--- config.mk ---
export PLATFORM = sky130hd
export DESIGN_NAME = expression_tokenizer
export DESIGN_NICKNAME = d
export VERILOG_FILES = /design/src/sv/et_pkg.sv /design/src/sv/et_lexer.sv /design/src/sv/et_out_queue.sv /design/src/sv/expression_tokenizer.sv
export SDC_FILE = /design/constraint.sdc
export NUM_CORES = 1
export LEC_CHECK = 0
export ABC_AREA = 1
export BUFFER_PORTS_ARGS = -buffer_cell sky130_fd_sc_hd__buf_2
export CAP_MARGIN = 20
export CORE_MARGIN = 4
export CORE_UTILIZATION = 50
export CTS_BUF_LIST = sky130_fd_sc_hd__clkbuf_4 sky130_fd_sc_hd__clkbuf_8
export DETAILED_ROUTE_END_ITERATION = 8
export PLACE_DENSITY = 0.66
export RECOVER_POWER = 50
export SLEW_MARGIN = 15
export SYNTH_ARGS = -nofsm -noshare
export SYNTH_HDL_FRONTEND = slang
export SYNTH_SLANG_ARGS = --single-unit
--- constraint.sdc ---
create_clock -name clk -period 14.22 [get_ports clk]
set_input_delay 0.711 -clock clk [delete_from_list [all_inputs] [get_ports clk]]
set_output_delay 0.711 -clock clk [all_outputs]
set_load 0.01 [all_outputs]
--- src/sv/et_pkg.sv ---
// Shared types, codes and character tables for the expression tokenizer.
package et_pkg;

  // Positions and lengths saturate at this limit (never above 65535).
  localparam longint unsigned MAX_TEXT_LEN = 65535;
  localparam logic [15:0] POS_LIMIT =
    (MAX_TEXT_LEN > 65535) ? 16'hFFFF : 16'(MAX_TEXT_LEN);

  typedef enum logic [2:0] {
    K_OP    = 3'd0,
    K_NUM   = 3'd1,
    K_NAME  = 3'd2,
    K_BLANK = 3'd3,
    K_NONE  = 3'd4,
    K_BAD   = 3'd5
  } kind_t;

  typedef enum logic [2:0] {
    OPK_OPEN   = 3'd0,
    OPK_CLOSE  = 3'd1,
    OPK_COMMA  = 3'd2,
    OPK_PLUS   = 3'd3,
    OPK_MINUS  = 3'd4,
    OPK_TIMES  = 3'd5,
    OPK_DIVIDE = 3'd6,
    OPK_NONE   = 3'd7
  } opk_t;

  typedef enum logic [2:0] {
    ERR_OK        = 3'd0,
    ERR_UNDEF     = 3'd1,
    ERR_NAME_NUM  = 3'd2,
    ERR_UNBAL     = 3'd3,
    ERR_TOO_DEEP  = 3'd4
  } err_t;

  typedef struct packed {
    logic [1:0]        token_kind;
    logic [15:0]       start_index;
    logic [15:0]       token_length;
    opk_t              operator_kind;
    logic signed [7:0] nest_level;
    err_t              error_code;
    logic              end_of_text;
  } res_t;

  // Results raised by one accepted character, in delivery order.
  typedef struct packed {
    logic close_v;
    res_t close_res;
    logic final_v;
    res_t final_res;
  } ev_t;

  function automatic kind_t classify(logic [7:0] c);
    kind_t k;
    k = K_BAD;
    unique case (c)
      "(", ")", "{", "}", "[", "]", ",", "+", "-", "*", "/": k = K_OP;
      " ", 8'h09:                                            k = K_BLANK;
      ".":                                                   k = K_NUM;
      "_":                                                   k = K_NAME;
      default: begin
        if (c >= "0" && c <= "9") begin
          k = K_NUM;
        end else if ((c >= "a" && c <= "z") || (c >= "A" && c <= "Z")) begin
          k = K_NAME;
        end
      end
    endcase
    return k;
  endfunction

  function automatic opk_t op_kind(logic [7:0] c);
    opk_t o;
    unique case (c)
      "(", "{", "[": o = OPK_OPEN;
      ")", "}", "]": o = OPK_CLOSE;
      ",":           o = OPK_COMMA;
      "+":           o = OPK_PLUS;
      "-":           o = OPK_MINUS;
      "*":           o = OPK_TIMES;
      "/":           o = OPK_DIVIDE;
      default:       o = OPK_NONE;
    endcase
    return o;
  endfunction

endpackage

--- src/sv/et_lexer.sv ---
// Lexer core: token state, boundary decision and result formation per character.
module et_lexer #(
  parameter int MAX_DEPTH = 127
) (
  input  logic         clk,
  input  logic         rst_n,
  input  logic         take,
  input  logic [7:0]   ch,
  input  logic         last,
  output et_pkg::ev_t  ev
);
  import et_pkg::*;

  localparam int DW = $clog2(MAX_DEPTH + 1) + 1;
  localparam logic signed [DW-1:0] DMAX = DW'(MAX_DEPTH);
  localparam logic signed [DW-1:0] DMIN = -DMAX;
  localparam logic signed [DW-1:0] DONE = DW'(1);

  typedef struct packed {
    res_t                  res;
    logic signed [DW-1:0]  depth;
  } emit_t;

  function automatic emit_t do_emit(kind_t k, logic [15:0] st, logic [15:0] len,
                                    opk_t opk, logic signed [DW-1:0] d, logic fin);
    emit_t                e;
    logic signed [DW-1:0] lv;
    err_t                 er;
    er      = ERR_OK;
    lv      = d;
    e.depth = d;
    if (opk == OPK_OPEN) begin
      if (d >= DMAX) er = ERR_TOO_DEEP;
      else           e.depth = d + DONE;
    end else if (opk == OPK_CLOSE) begin
      if (d <= DMIN) er = ERR_TOO_DEEP;
      else           e.depth = d - DONE;
      lv = e.depth;
    end
    if (fin && e.depth != '0) er = ERR_UNBAL;
    e.res.token_kind    = k[1:0];
    e.res.start_index   = st;
    e.res.token_length  = len;
    e.res.operator_kind = opk;
    e.res.nest_level    = 8'(lv);
    e.res.error_code    = er;
    e.res.end_of_text   = fin;
    return e;
  endfunction

  kind_t                cur_kind_r, cur_kind_nxt;
  logic [15:0]          cur_start_r, cur_start_nxt;
  logic [15:0]          cur_len_r, cur_len_nxt;
  opk_t                 cur_opk_r, cur_opk_nxt;
  logic [15:0]          pos_r, pos_nxt;
  logic signed [DW-1:0] depth_r, depth_nxt;
  logic                 err_seen_r, err_seen_nxt;

  kind_t                cls;
  opk_t                 opk_new;
  logic                 bad;
  logic                 cont;
  err_t                 bad_code;
  emit_t                em_close, em_final;
  logic signed [DW-1:0] depth_mid;
  logic [15:0]          len_inc;
  res_t                 err_res;

  always_comb begin
    cls      = classify(ch);
    opk_new  = (cls == K_OP) ? op_kind(ch) : OPK_NONE;
    bad_code = (cls == K_BAD) ? ERR_UNDEF : ERR_NAME_NUM;
    bad      = (cls == K_BAD) || (cur_kind_r == K_NUM && cls == K_NAME);
    cont     = (cur_kind_r == K_NAME && (cls == K_NAME || cls == K_NUM)) ||
               (cur_kind_r == K_NUM && cls == K_NUM);
    len_inc  = (cur_len_r < POS_LIMIT) ? cur_len_r + 16'd1 : cur_len_r;

    // Token closed by this character
    em_close  = do_emit(cur_kind_r, cur_start_r, cur_len_r, cur_opk_r, depth_r, 1'b0);
    depth_mid = (cont || cur_kind_r == K_NONE) ? depth_r : em_close.depth;

    // Token still open after this character, flushed on the final one
    if (cont) begin
      em_final = do_emit(cur_kind_r, cur_start_r, len_inc, cur_opk_r, depth_mid, 1'b1);
    end else begin
      em_final = do_emit(cls, pos_r, 16'd1, opk_new, depth_mid, 1'b1);
    end

    err_res.token_kind    = 2'(K_OP);
    err_res.start_index   = pos_r;
    err_res.token_length  = '0;
    err_res.operator_kind = OPK_NONE;
    err_res.nest_level    = 8'(depth_r);
    err_res.error_code    = bad_code;
    err_res.end_of_text   = last;

    ev.close_v   = take && !err_seen_r && (bad || (!cont && cur_kind_r != K_NONE));
    ev.close_res = bad ? err_res : em_close.res;
    ev.final_v   = take && !err_seen_r && !bad && last;
    ev.final_res = em_final.res;
  end

  always_comb begin
    cur_kind_nxt  = cur_kind_r;
    cur_start_nxt = cur_start_r;
    cur_len_nxt   = cur_len_r;
    cur_opk_nxt   = cur_opk_r;
    pos_nxt       = pos_r;
    depth_nxt     = depth_r;
    err_seen_nxt  = err_seen_r;
    if (take) begin
      if (err_seen_r) begin
        // Drop everything up to the final character, then start afresh
        if (last) begin
          err_seen_nxt = 1'b0;
          cur_kind_nxt = K_NONE;
          pos_nxt      = '0;
          depth_nxt    = '0;
        end
      end else if (bad) begin
        err_seen_nxt = !last;
        if (last) begin
          cur_kind_nxt = K_NONE;
          pos_nxt      = '0;
          depth_nxt    = '0;
        end
      end else if (last) begin
        cur_kind_nxt = K_NONE;
        pos_nxt      = '0;
        depth_nxt    = '0;
      end else begin
        if (cont) begin
          cur_len_nxt = len_inc;
        end else begin
          cur_kind_nxt  = cls;
          cur_start_nxt = pos_r;
          cur_len_nxt   = 16'd1;
          cur_opk_nxt   = opk_new;
        end
        pos_nxt   = (pos_r < POS_LIMIT) ? pos_r + 16'd1 : pos_r;
        depth_nxt = depth_mid;
      end
    end
  end

  always_ff @(posedge clk) begin
    if (!rst_n) begin
      cur_kind_r <= K_NONE;
      pos_r      <= '0;
      depth_r    <= '0;
      err_seen_r <= 1'b0;
    end else begin
      cur_kind_r <= cur_kind_nxt;
      pos_r      <= pos_nxt;
      depth_r    <= depth_nxt;
      err_seen_r <= err_seen_nxt;
    end
  end

  always_ff @(posedge clk) begin
    cur_start_r <= cur_start_nxt;
    cur_len_r   <= cur_len_nxt;
    cur_opk_r   <= cur_opk_nxt;
  end

endmodule

--- src/sv/et_out_queue.sv ---
// Four-entry result queue: takes up to two results a cycle, delivers one while out_ready is high.
module et_out_queue (
  input  logic         clk,
  input  logic         rst_n,
  input  et_pkg::ev_t  ev,
  output logic         room,
  output logic         out_valid,
  input  logic         out_ready,
  output et_pkg::res_t out_res
);
  import et_pkg::*;

  res_t       q_r [4];
  res_t       q_nxt [4];
  res_t       q_sh [4];
  logic [2:0] cnt_r, cnt_nxt;
  logic [2:0] c1, c2;
  logic       pop;

  assign out_valid = (cnt_r != 3'd0);
  assign out_res   = q_r[0];
  assign room      = (cnt_r <= 3'd2);
  assign pop       = out_valid && out_ready;

  always_comb begin
    if (pop) begin
      q_sh[0] = q_r[1];
      q_sh[1] = q_r[2];
      q_sh[2] = q_r[3];
      q_sh[3] = q_r[3];
    end else begin
      q_sh[0] = q_r[0];
      q_sh[1] = q_r[1];
      q_sh[2] = q_r[2];
      q_sh[3] = q_r[3];
    end
    c1 = cnt_r - {2'b00, pop};
    c2 = c1 + {2'b00, ev.close_v};
    for (int i = 0; i < 4; i++) begin
      q_nxt[i] = q_sh[i];
      if (ev.close_v && c1 == 3'(i)) q_nxt[i] = ev.close_res;
      if (ev.final_v && c2 == 3'(i)) q_nxt[i] = ev.final_res;
    end
    cnt_nxt = c2 + {2'b00, ev.final_v};
  end

  always_ff @(posedge clk) begin
    if (!rst_n) begin
      cnt_r <= '0;
    end else begin
      cnt_r <= cnt_nxt;
    end
  end

  always_ff @(posedge clk) begin
    for (int i = 0; i < 4; i++) q_r[i] <= q_nxt[i];
  end

endmodule

--- src/sv/expression_tokenizer.sv ---
// Output: a result reaches the output in the cycle after its character beat when the queue
// is empty; the second result of a final character follows it out of the queue.
// Throughput: one character per cycle, back to back while in_tready is high; results drain
// one per cycle from a four-entry queue behind the lexer while out_tready is high; in_tready
// is high while it holds at most two results, so it never depends on the output side in the same cycle.
// Reset: synchronous, active low; clears token state, depth and the queue.
module expression_tokenizer #(
  parameter int MAX_DEPTH = 127
) (
  input  logic        clk,
  input  logic        rst_n,
  // Character stream
  input  logic        in_tvalid,
  output logic        in_tready,
  input  logic [7:0]  in_tdata,   // [7:0] ch
  input  logic        in_tlast,   // is_last
  // Token stream
  output logic        out_tvalid,
  input  logic        out_tready,
  output logic [47:0] out_tdata,  // [15:0] start_index, [31:16] token_length,
                                  // [34:32] operator_kind, [42:35] nest_level,
                                  // [45:43] error_code, [47:46] zero
  output logic [1:0]  out_tuser,  // [1:0] token_kind
  output logic        out_tlast   // end_of_text
);
  import et_pkg::*;

  ev_t  ev;
  res_t head;
  logic take;

  // Take a character beat only while the queue can absorb two results
  assign take = in_tvalid && in_tready;

  // Classify the character, decide the token boundary, update depth and form
  // the closed and final token results in one pass
  et_lexer #(
    .MAX_DEPTH (MAX_DEPTH)
  ) u_lexer (
    .clk   (clk),
    .rst_n (rst_n),
    .take  (take),
    .ch    (in_tdata),
    .last  (in_tlast),
    .ev    (ev)
  );

  // Hold results in order until the sink takes each beat
  et_out_queue u_queue (
    .clk       (clk),
    .rst_n     (rst_n),
    .ev        (ev),
    .room      (in_tready),
    .out_valid (out_tvalid),
    .out_ready (out_tready),
    .out_res   (head)
  );

  // Pack the head result onto the output beat
  assign out_tdata = {2'b00, head.error_code, head.nest_level, head.operator_kind,
                      head.token_length, head.start_index};
  assign out_tuser = head.token_kind;
  assign out_tlast = head.end_of_text;

endmodule

Yosys cells after proc, flatten, opt, wreduce, memory -nomap -nowiden:

Memory sizes are Yosys's and may differ from the RTL's.
Index checks and enable logic that the tools add are counted.

* bits in registers: 66
* latch bits: 0
* RAM bits: 196
* memory bits (read-only): 0
* output and inout port bits: 53
* memories: 1

* $add $sub $neg: 9
* multipliers: 0
* div/mod/pow operators: 0
* magnitude comparators: 13
* equality and inequality tests: 31
* shifts and indexed selects: 0
* muxes and demuxes: 63
* bitwise gates (word level): 4
* reduce and logical (&&, ||, !) cells: 48

Memories
* u_queue.q_r: depth 4, bits a word 49, read ports 4, clocked after memory_dff 0, write ports 4, RTL line et_out_queue.sv:13 `res_t q_r [4];`

Operator list (number)
* two-way mux 49 bit: 9
* two-way mux 196 bit: 1
* two-way mux 8 bit: 20
* two-way mux 16 bit: 6
* == test 8 x 6 -> 1 bit, second input constant: 9
* two-way mux 3 bit: 20
* two-way mux 57 bit: 1
* == test 8 x 7 -> 1 bit, second input constant: 5
* adder 16 x 1 -> 16 bit, second input constant: 2
* < comparator 16 bit, second input constant: 2
* logical AND 1 bit: 21
* case mux 3 bit (7 select lines): 1
* == test 3 x 1 -> 1 bit, second input constant: 6
* == test 3 x 2 -> 1 bit, second input constant: 6
* adder 8 x 2 -> 8 bit, second input constant: 2
* greater-or-equal comparator 8 x 7 -> 1 bit, second input constant: 2
* greater-or-equal comparator 8 bit, second input constant: 2
* less-or-equal comparator 8 x 7 -> 1 bit, second input constant: 2
* less-or-equal comparator 8 bit, second input constant: 2
* nonzero test 8 bit: 2
* subtractor 8 x 2 -> 8 bit, second input constant: 2
* zero test 3 bit: 5
* case mux 3 bit (4 select lines): 1
* OR reduction 11 bit: 1
* 21 further kinds: 38

Logic depth before layout (Yosys ltp):

Gate-level depths: netlist of run 1.

* depth after elaboration: 21
* depth in mapped cells: 30
* gate-level depth less buffers: 29

Modules after synthesis:

From an unflattened synthesis of run 1, not the netlist that was laid out.

* cells, all modules: 2306
* area, all modules: 16903.7 sq um

By module, submodules not included
* et_out_queue: instances 1, cells an instance 1402, area each 11059.4 sq um, seq. area each 5945.7 sq um
* et_lexer: instances 1, cells an instance 899, area each 5818.1 sq um, seq. area each 1611.5 sq um
* expression_tokenizer: instances 1, cells an instance 5, area each 26.3 sq um, seq. area each 0.0 sq um

Least setup slack after synthesis of run 1:

OpenSTA, ideal clock, no wires.

* path type: input-to-reg
* start: in in_tdata[7]
* end: mem u_queue.q_r[0][10] in the netlist's numbering, enable pin
* setup time: 0.406 ns
* arrival time: 4.641 ns
* data required time: 13.814 ns
* slack: 9.173 ns
* stages on the path: 26
* buffers on the path: 2
* cells stage by stage: inv_1 nand3_1 inv_1 nand2_1 nand2_4 nor3_2 nand4_2 nand2_2 nor2_2 nand2_2 nand2_2 buf_2 inv_2 nand2_1 nand2_1 inv_1 ha_1 ha_1 xnor2_1 inv_1 nor2_1 inv_1 nor3_4 inv_2 clkbuf_1 nand2_1

RTL lines
* from (decl): RTL line expression_tokenizer.sv:15 `input logic [7:0] in_tdata,`
* to (decl): RTL line et_out_queue.sv:13

==> flow_metrics.py, run 1 <==
metrics = {
    "outcome": {
        "status": "finished, violations left",
        "violations": "max-capacitance violations, max-slew violations",
    },
    "die": {
        "boundaryPins": 66,
        "coreArea_um2": 28900,
        "dieArea_um2": 32400,
        "die_w_um": 180,
        "fp-row-count": 62,
        "start_util_pct": 51.1,
        "fp.dieH_um": 180,
    },
    "routing": {
        "route.final.wire_length_um": 40800,
        "drt_pass1_iterations": 6,
        "drt-initial-drc-count": 1475,
        "via_per_inst": 6.01,
        "wl_per_cell_um": 19.0,
        "route.detailed.drc": 0,
        "vias": 12900,
        "ant_nets": 0,
    },
    "finish": {
        "antenna_cells": 0,
        "layout.cells.non_filler": 2152,
        "final_util_pct": 55.2,
        "fill_cells": 2648,
        "final_cell_mix": "320 x nand2_1, 243 x o21ai_0, 227 x edfxtp_1",
        "finalInstanceArea_um2": 16000,
        "area_delta_synth_final_pct": 8.01,
        "drive_gt1_share_pct": 8.88,
        "nets": 1763,
        "layout_commonest_cell": "nand2_1",
    },
    "yosys": {
        "ys_seq_area_share_pct": 50.8,
        "yosys_warnings": 0,
        "synth_edf_count": 227,
        "syn_inst": 1714,
        "ys_ff_latch": 262,
        "synth_area_per_cell_um2": 8.63,
        "synth_top_family_by_area": "compound AO/OA/AOI/OAI gates",
        "synth_mux_area_share_pct": 0,
        "synth-main-ff-cell": "edfxtp_1",
        "synth-compound-area-share_pct": 20.9,
        "synth_adder_area_share_pct": 1.18,
        "synthArstFlopShare_pct": 0,
        "synth_xor_xnor_area_share_pct": 1.07,
        "synthSimpleGateAreaFrac_pct": 18.7,
        "synth_area_um2": 14800,
        "yosysUniqueCellTypes": 50,
    },
    "setup_path": {
        "reg2reg_depth": 15,
        "reg2reg_from": "u_lexer.cur_kind_r[0]$_SDFFE_PN0P_",
        "cp-start-kind": "primary input",
        "path_cells": "clkbuf_1 -> inv_1 -> nand2_1 -> nor2_1 -> nand2_2 -> nand2_1 -> nor3_1 -> nand4_2 -> nand2_1 -> nor2_1 -> nand2_1 -> nand2_2 -> clkbuf_1 -> inv_1 -> nand2_1 -> nand2_1 -> inv_1 -> nand2_1 -> buf_4 -> inv_1 -> clkbuf_1 -> o21ai_0 -> o21ai_0",
        "reg2reg_setup_slack_ns": 5.92,
        "crit_top_cell": "nand2_1",
        "end_kind": "register",
        "crit_fanout": 56,
        "critPathKind": "in -> reg",
        "cp_top_family": "buffers and inverters",
        "arrival_ns": 9.50,
        "crit_required_ns": 14.50,
        "cp.buffers_inverters": 8,
        "slowest_delay_ns": 1.75,
        "r2r-end": "u_queue.q_r[0][29]$_DFFE_PP_",
        "slowest_stage": "clkbuf_1",
    },
    "cts": {
        "max-clock-path-buffers": 3,
        "cts_setup_buffers": 0,
        "holdBufCountCts": 0,
        "cts.sinks": 262,
        "h-tree-depth": 2,
        "clockRootBuffer": "clkbuf_8",
        "cts_resized": 0,
        "clock_latency_ns": 0.56,
        "clkTransAtPathRegs_ns": 0.06,
        "cts_tree": "done",
        "cts_buffers": 44,
    },
    "worst_hold_path": {
        "min_from": "u_lexer.pos_r[10]$_SDFFE_PN0P_",
        "min_path_cells": 0,
        "whs_endpoint": "u_lexer.cur_start_r[10]$_DFFE_PP_",
        "hp-class": "reg -> reg",
    },
    "power_and_ir_drop": {
        "p_sw_mw": 1.16,
        "power_frac_clock_pct": 21.2,
        "p_comb_share_pct": 36.8,
        "power_leakage_nw": 5.78,
        "ir_drop_uv": 137,
        "power.total_mw": 3.05,
        "p_per_area_nw_per_um2": 191,
        "switching_share_pct": 38.2,
        "seqPwrFrac_pct": 42.1,
        "p_int_mw": 1.88,
    },
    "sta": {
        "post-route-period-util_pct": 64.8,
        "period_minus_slack_ns": 9.22,
        "tns_ns": 0,
        "setup_viol": 0,
        "slew_headroom_pct": -73.0,
        "skew_ns": 0.0309,
        "maxSlewViolCount": 153,
        "worstMarginPinSlew_ns": 2.59,
        "timing.fmax_ghz": 0.108,
        "rsz0062_at_grt": "no",
        "hold_viol": 0,
    },
    "global_route": {
        "grt_pass1_wl_um": 65300,
        "grt_pass1_vias": 12100,
        "antenna_found_initial": 0,
        "grt_use_total_pct": 24.4,
        "grt_start_max_net_pins": 87,
        "grt-ovfl-total": 0,
    },
    "placed_design": {
        "io_buffers": 63,
        "place_inst": 2074,
        "dpl.hpwl_um": 26100,
        "place_area_um2": 15300,
        "routabilityCongestion": 0.929,
    },
    "run": {
        "maxCapViolCount": 3,
    },
}
-- cell type report --
cell class              count  area, µm²  area share (%)
flip-flops and latches    262       7520            47.1
clock buffers              63        761            4.76
inverters                 165        619            3.88
well taps                 384        480            3.01
multi-input cells        1181       6160            38.6
repair buffers             82        367            2.30
clock inverters            15       68.8           0.431
-- stage by stage --
step | hold slack (ns) | worst slack [ns]
after global placement | 0.442 | 8.26
final | 0.452 | 5.00
after floorplan | 0.430 | 9.17
after CTS | 0.432 | 8.63
after global routing | 0.450 | 4.07
after detailed placement | 0.445 | 8.06
-- flip-flops by register name (all words and copies together) (netlist names) --
name / count
u_queue.q_r: 196
u_lexer.cur_len_r: 16
u_lexer.cur_start_r: 16
u_lexer.pos_r: 16
u_lexer.depth_r: 8
u_lexer.cur_kind_r: 3
u_lexer.cur_opk_r: 3
u_queue.cnt_r: 3
u_lexer.err_seen_r: 1
-- cell families after synthesis --
| family | count (synthesis) |
|---|---|
| flops | 262 |
| buf+inv | 272 |
| other cells | 1 |
| xor+xnor | 18 |
| compound gates | 543 |
| fa+ha+maj | 14 |
| simple gates | 604 |
-- worst max path at each step --
| stage | from | to | slack (ns) | cells after the start |
|---|---|---|---|---|
| 6_report | in_tdata[2] | u_queue.q_r[0][29]$_DFFE_PP_ | 5.00 | 23 |
| 5_1_grt | in_tdata[2] | u_queue.q_r[0][15]$_DFFE_PP_ | 4.07 | 23 |
| 4_1_cts | in_tdata[4] | u_queue.q_r[0][46]$_DFFE_PP_ | 8.63 | 26 |
| 3_5_place_dp | in_tdata[4] | u_queue.q_r[0][40]$_DFFE_PP_ | 8.06 | 26 |
| 3_3_place_gp | in_tdata[4] | u_queue.q_r[0][13]$_DFFE_PP_ | 8.26 | 26 |
| 2_1_floorplan | in_tdata[7] | u_queue.q_r[0][10]$_DFFE_PP_ | 9.17 | 26 |
-- power by group through the flow --
stage	logic, mW	clock network (mW)	registers (mW)
floorplan	0.735	0	1.33
global placement	1.11	0	1.29
detailed placement	1.13	0	1.30
CTS	1.14	0.657	1.28
global route	1.25	0.696	1.30
finish	1.12	0.645	1.28
-- synthesized netlist by cell type, types with 35 or more instances --
master,n,share of area (%)
nand3_1,63,2.1
o211ai_1,84,4.3
a21oi_1,118,4.0
nor3_1,37,1.3
nand2_1,320,8.1
o22ai_1,63,2.7
nor2_1,97,2.5
inv_1,147,3.7
dfxtp_1,35,4.7
edfxtp_1,227,46
clkbuf_1,74,1.9
o21ai_0,243,8.2
-- metal layers --
| metal | part of all wire [%] | track usage [%] | vias up |
|---|---|---|---|
| met5 | 0 | 0 | - |
| met4 | 2.6 | 7.28 | 0 |
| met3 | 8.9 | 3.98 | 86 |
| met2 | 45 | 39.4 | 617 |
| met1 | 44 | 34.3 | 6096 |
| li1 | - | - | 6124 |
(Power assumes the default switching activity.)
==> run 2: changes to the inputs <==
--- a/config.mk
+++ b/config.mk
@@ -5,7 +5,7 @@
 export SDC_FILE = /design/constraint.sdc
 export NUM_CORES = 1
 export LEC_CHECK = 0
-export ABC_AREA = 1
+export ABC_AREA = 0
 export BUFFER_PORTS_ARGS = -buffer_cell sky130_fd_sc_hd__buf_2
 export CAP_MARGIN = 20
 export CORE_MARGIN = 4
==> constraint.sdc (replaced) <==
create_clock -name clk -period 8.9 [get_ports clk]
set_input_delay 0.445 -clock clk [delete_from_list [all_inputs] [get_ports clk]]
set_output_delay 0.445 -clock clk [all_outputs]
set_load 0.01 [all_outputs]
==> run 2 against run 1 <==
  * The flow still finishes with violations (max-capacitance violations, max-slew violations)
  * Synthesized cell count decreased by 5.7%
  * Die area increased by 2.3%
  * Area after synthesis increased by 2.5%
  * Largest power group unchanged
  * Sequential power increased by 59%
  * Design area increased by 3.4%
  * Worst hold slack got worse by 0.19 ns
  * Critical path depth decreased by 2
  * Worst setup slack got worse by 3.3 ns
  * Wire length increased by 5.8%
==> flow_metrics.py, run 2 <==
metrics = {
    "sta": {
        "skew_ns": 0.0249,
        "hold_viol": 0,
        "rsz0062_at_grt": "no",
        "timing.fmax_ghz": 0.139,
        "slew_headroom_pct": -32.7,
        "worstMarginPinSlew_ns": 1.99,
        "setup_viol": 0,
        "period_minus_slack_ns": 7.17,
        "tns_ns": 0,
        "post-route-period-util_pct": 80.6,
        "maxSlewViolCount": 38,
    },
    "global_route": {
        "met2_usage_pct": 41.4,
        "grt_pass1_wl_um": 67300,
        "grt_start_max_net_pins": 95,
        "antenna_found_initial": 0,
        "grt_busiest_layer": "met2",
        "met1_usage_pct": 34.4,
        "grt_pass1_vias": 12000,
        "grt_use_total_pct": 25.1,
        "grt-ovfl-total": 0,
        "use_met3_pct": 4.48,
    },
    "cts": {
        "cts_setup_buffers": 0,
        "cts_tree": "done",
        "cts.sinks": 262,
        "clockRootBuffer": "clkbuf_8",
        "clock_latency_ns": 0.56,
        "cts_buffers": 45,
        "clkTransAtPathRegs_ns": 0.06,
        "cts_resized": 0,
        "holdBufCountCts": 0,
        "h-tree-depth": 2,
        "max-clock-path-buffers": 3,
    },
    "yosys": {
        "syn_inst": 1617,
        "yosysUniqueCellTypes": 84,
        "synth_edf_count": 227,
        "synth_area_leader_cell": "edfxtp_1",
        "synth_area_per_cell_um2": 9.37,
        "synth_top_area_share_pct": 45.0,
        "ys_ff_latch": 262,
        "synth_common_cells": "227 x edfxtp_1, 213 x nand2_1, 172 x nor2_1",
        "yosysMostFrequentCell": "edfxtp_1",
        "yosys_warnings": 0,
        "synth-main-ff-cell": "edfxtp_1",
        "ys_top_cells_by_area": "edfxtp_1 45%, nand2_1 5.3%, o21ai_0 5.2%",
        "synthArstFlopShare_pct": 0,
        "synth_area_um2": 15100,
        "ys_seq_area_share_pct": 49.6,
    },
    "setup_path": {
        "cp-start-kind": "primary input",
        "arrival_ns": 7.43,
        "slowest_delay_ns": 1.45,
        "crit_fanout": 37,
        "crit_required_ns": 9.16,
        "cp.buffers_inverters": 2,
        "crit_top_cell": "nand2_1",
        "slowest_stage": "clkbuf_1",
        "critPathKind": "in -> reg",
        "path_cells": "clkbuf_1 -> a21oi_1 -> o2bb2ai_1 -> o211ai_1 -> a22oi_1 -> clkbuf_1 -> nand2_1 -> nand2_1 -> o21a_1 -> ha_1 -> nor2_1 -> o2111ai_1 -> or2_2 -> o31a_1 -> a21oi_1 -> mux2i_1 -> o211ai_1 -> a2111oi_2 -> nand2_1 -> o32ai_1 -> o22ai_1",
        "end_kind": "register",
        "cp_top_family": "compound AO/OA/AOI/OAI gates",
    },
    "die": {
        "fp-row-count": 63,
        "boundaryPins": 66,
        "start_util_pct": 50.8,
        "fp.dieH_um": 182,
        "coreArea_um2": 29800,
        "die_w_um": 182,
        "dieArea_um2": 33100,
    },
    "power_and_ir_drop": {
        "power.total_mw": 4.69,
        "p_per_area_nw_per_um2": 284,
        "power_leakage_nw": 5.34,
        "ir_drop_uv": 132,
    },
    "outcome": {
        "status": "finished, violations left",
        "violations": "max-capacitance violations, max-slew violations",
    },
    "routing": {
        "drt-initial-drc-count": 1215,
        "route.final.wire_length_um": 43100,
        "drt_pass1_iterations": 5,
        "wl_per_cell_um": 21.0,
        "ant_nets": 0,
        "via_per_inst": 6.24,
        "vias": 12800,
        "route.detailed.drc": 0,
    },
    "finish": {
        "largest-register": "u_queue.q_r",
        "nets": 1656,
        "antenna_cells": 0,
        "layout_commonest_cell": "edfxtp_1",
        "drive_gt1_share_pct": 8.78,
        "area_delta_synth_final_pct": 8.99,
        "largest_reg_flops": 196,
        "final_cell_mix": "227 x edfxtp_1, 212 x nand2_1, 171 x nor2_1",
    },
    "placed_design": {
        "dpl.hpwl_um": 27500,
        "io_buffers": 63,
        "routabilityCongestion": 0.959,
    },
    "worst_hold_path": {
        "hp-class": "in -> reg",
    },
    "run": {
        "maxCapViolCount": 1,
    },
}
## run 2: cell types whose count changed in the layout (fill, tap and decap cells not counted), moves of 17 or more
cell	before	now
nand2_2	18	1
inv_1	153	29
o22ai_1	63	9
nor2_1	99	171
nand2_1	320	212
mux2i_1	0	44
a211oi_1	1	44
o21ai_0	243	162
nor3_1	39	20
and3_1	0	18
nand3_1	64	32
## run 2: per-stage QoR
step	util, %	setup WS, ns	instance area (µm²)	hold WS (ns)	instances
2_1_floorplan	-	2.72	15200	0.440	1618
6_report	55.4	1.73	16500	0.264	2053
3_3_place_gp	52.5	2.97	15600	0.456	1970
3_5_place_dp	52.5	2.77	15600	0.473	1971
4_1_cts	55.7	3.10	16600	0.235	2052
5_1_grt	55.4	1.39	16500	0.250	2053
## run 2: routing by layer
metal / up-vias / share of wire (%)
met5: - / 0
met4: 0 / 2.3
met3: 64 / 6.9
met2: 481 / 47
met1: 6228 / 44
li1: 6044 / -
## run 2: path summary, 6_finish.rpt
path | startpoint | to | slack, ns | depth (start not counted)
setup reg to reg | u_lexer.cur_kind_r[0]$_SDFFE_PN0P_ | u_queue.q_r[3][1]$_DFFE_PP_ | 1.97 | 19
hold / removal | rst_n | u_lexer.cur_kind_r[0]$_SDFFE_PN0P_ | 0.26 | 3
hold reg to reg | u_queue.q_r[3][0]$_SDFFE_PP1P_ | u_queue.q_r[3][0]$_SDFFE_PP1P_ | 0.49 | 2
setup / recovery | in_tdata[1] | u_queue.q_r[3][1]$_DFFE_PP_ | 1.73 | 21
## run 2: cell families after synthesis
| family | after synthesis | share of synthesized area [%] |
|---|---|---|
| mux | 45 | 2.98 |
| buf+inv | 151 | 4.24 |
| fa+ha+maj | 14 | 1.16 |
| compound gates | 493 | 20.5 |
| other cells | 1 | 0.0248 |
| xor+xnor | 42 | 2.43 |
| flops | 262 | 49.6 |
| simple gates | 609 | 19.0 |
## run 2: layout make-up
class	instances	area (µm²)
clock inverter	13	110
sequential	262	7520
fill	2768	13300
tap	390	488
clock buffer	68	830
multi-input combinational	1205	7030
timing repair buffer	85	425
inverter	30	113
## run 2: report_power, final
group          internal, mW  switching, mW
logic                 0.455           1.07
registers              1.91          0.116
clock network         0.652          0.491
## run 2: worst reg2reg max path, stage by stage, from the launching register on
cell,delay (ns)
dfxtp_1,0.51
nand2b_1,0.20
a21oi_1,0.10
a22oi_1,0.21
clkbuf_1,1.45
nand2_1,0.93
nand2_1,0.24
o21a_1,0.21
ha_1,0.39
nor2_1,0.15
o2111ai_1,0.45
or2_2,0.20
o31a_1,0.21
a21oi_1,0.09
mux2i_1,0.17
o211ai_1,0.17
a2111oi_2,0.55
nand2_1,0.10
o32ai_1,0.20
o22ai_1,0.14
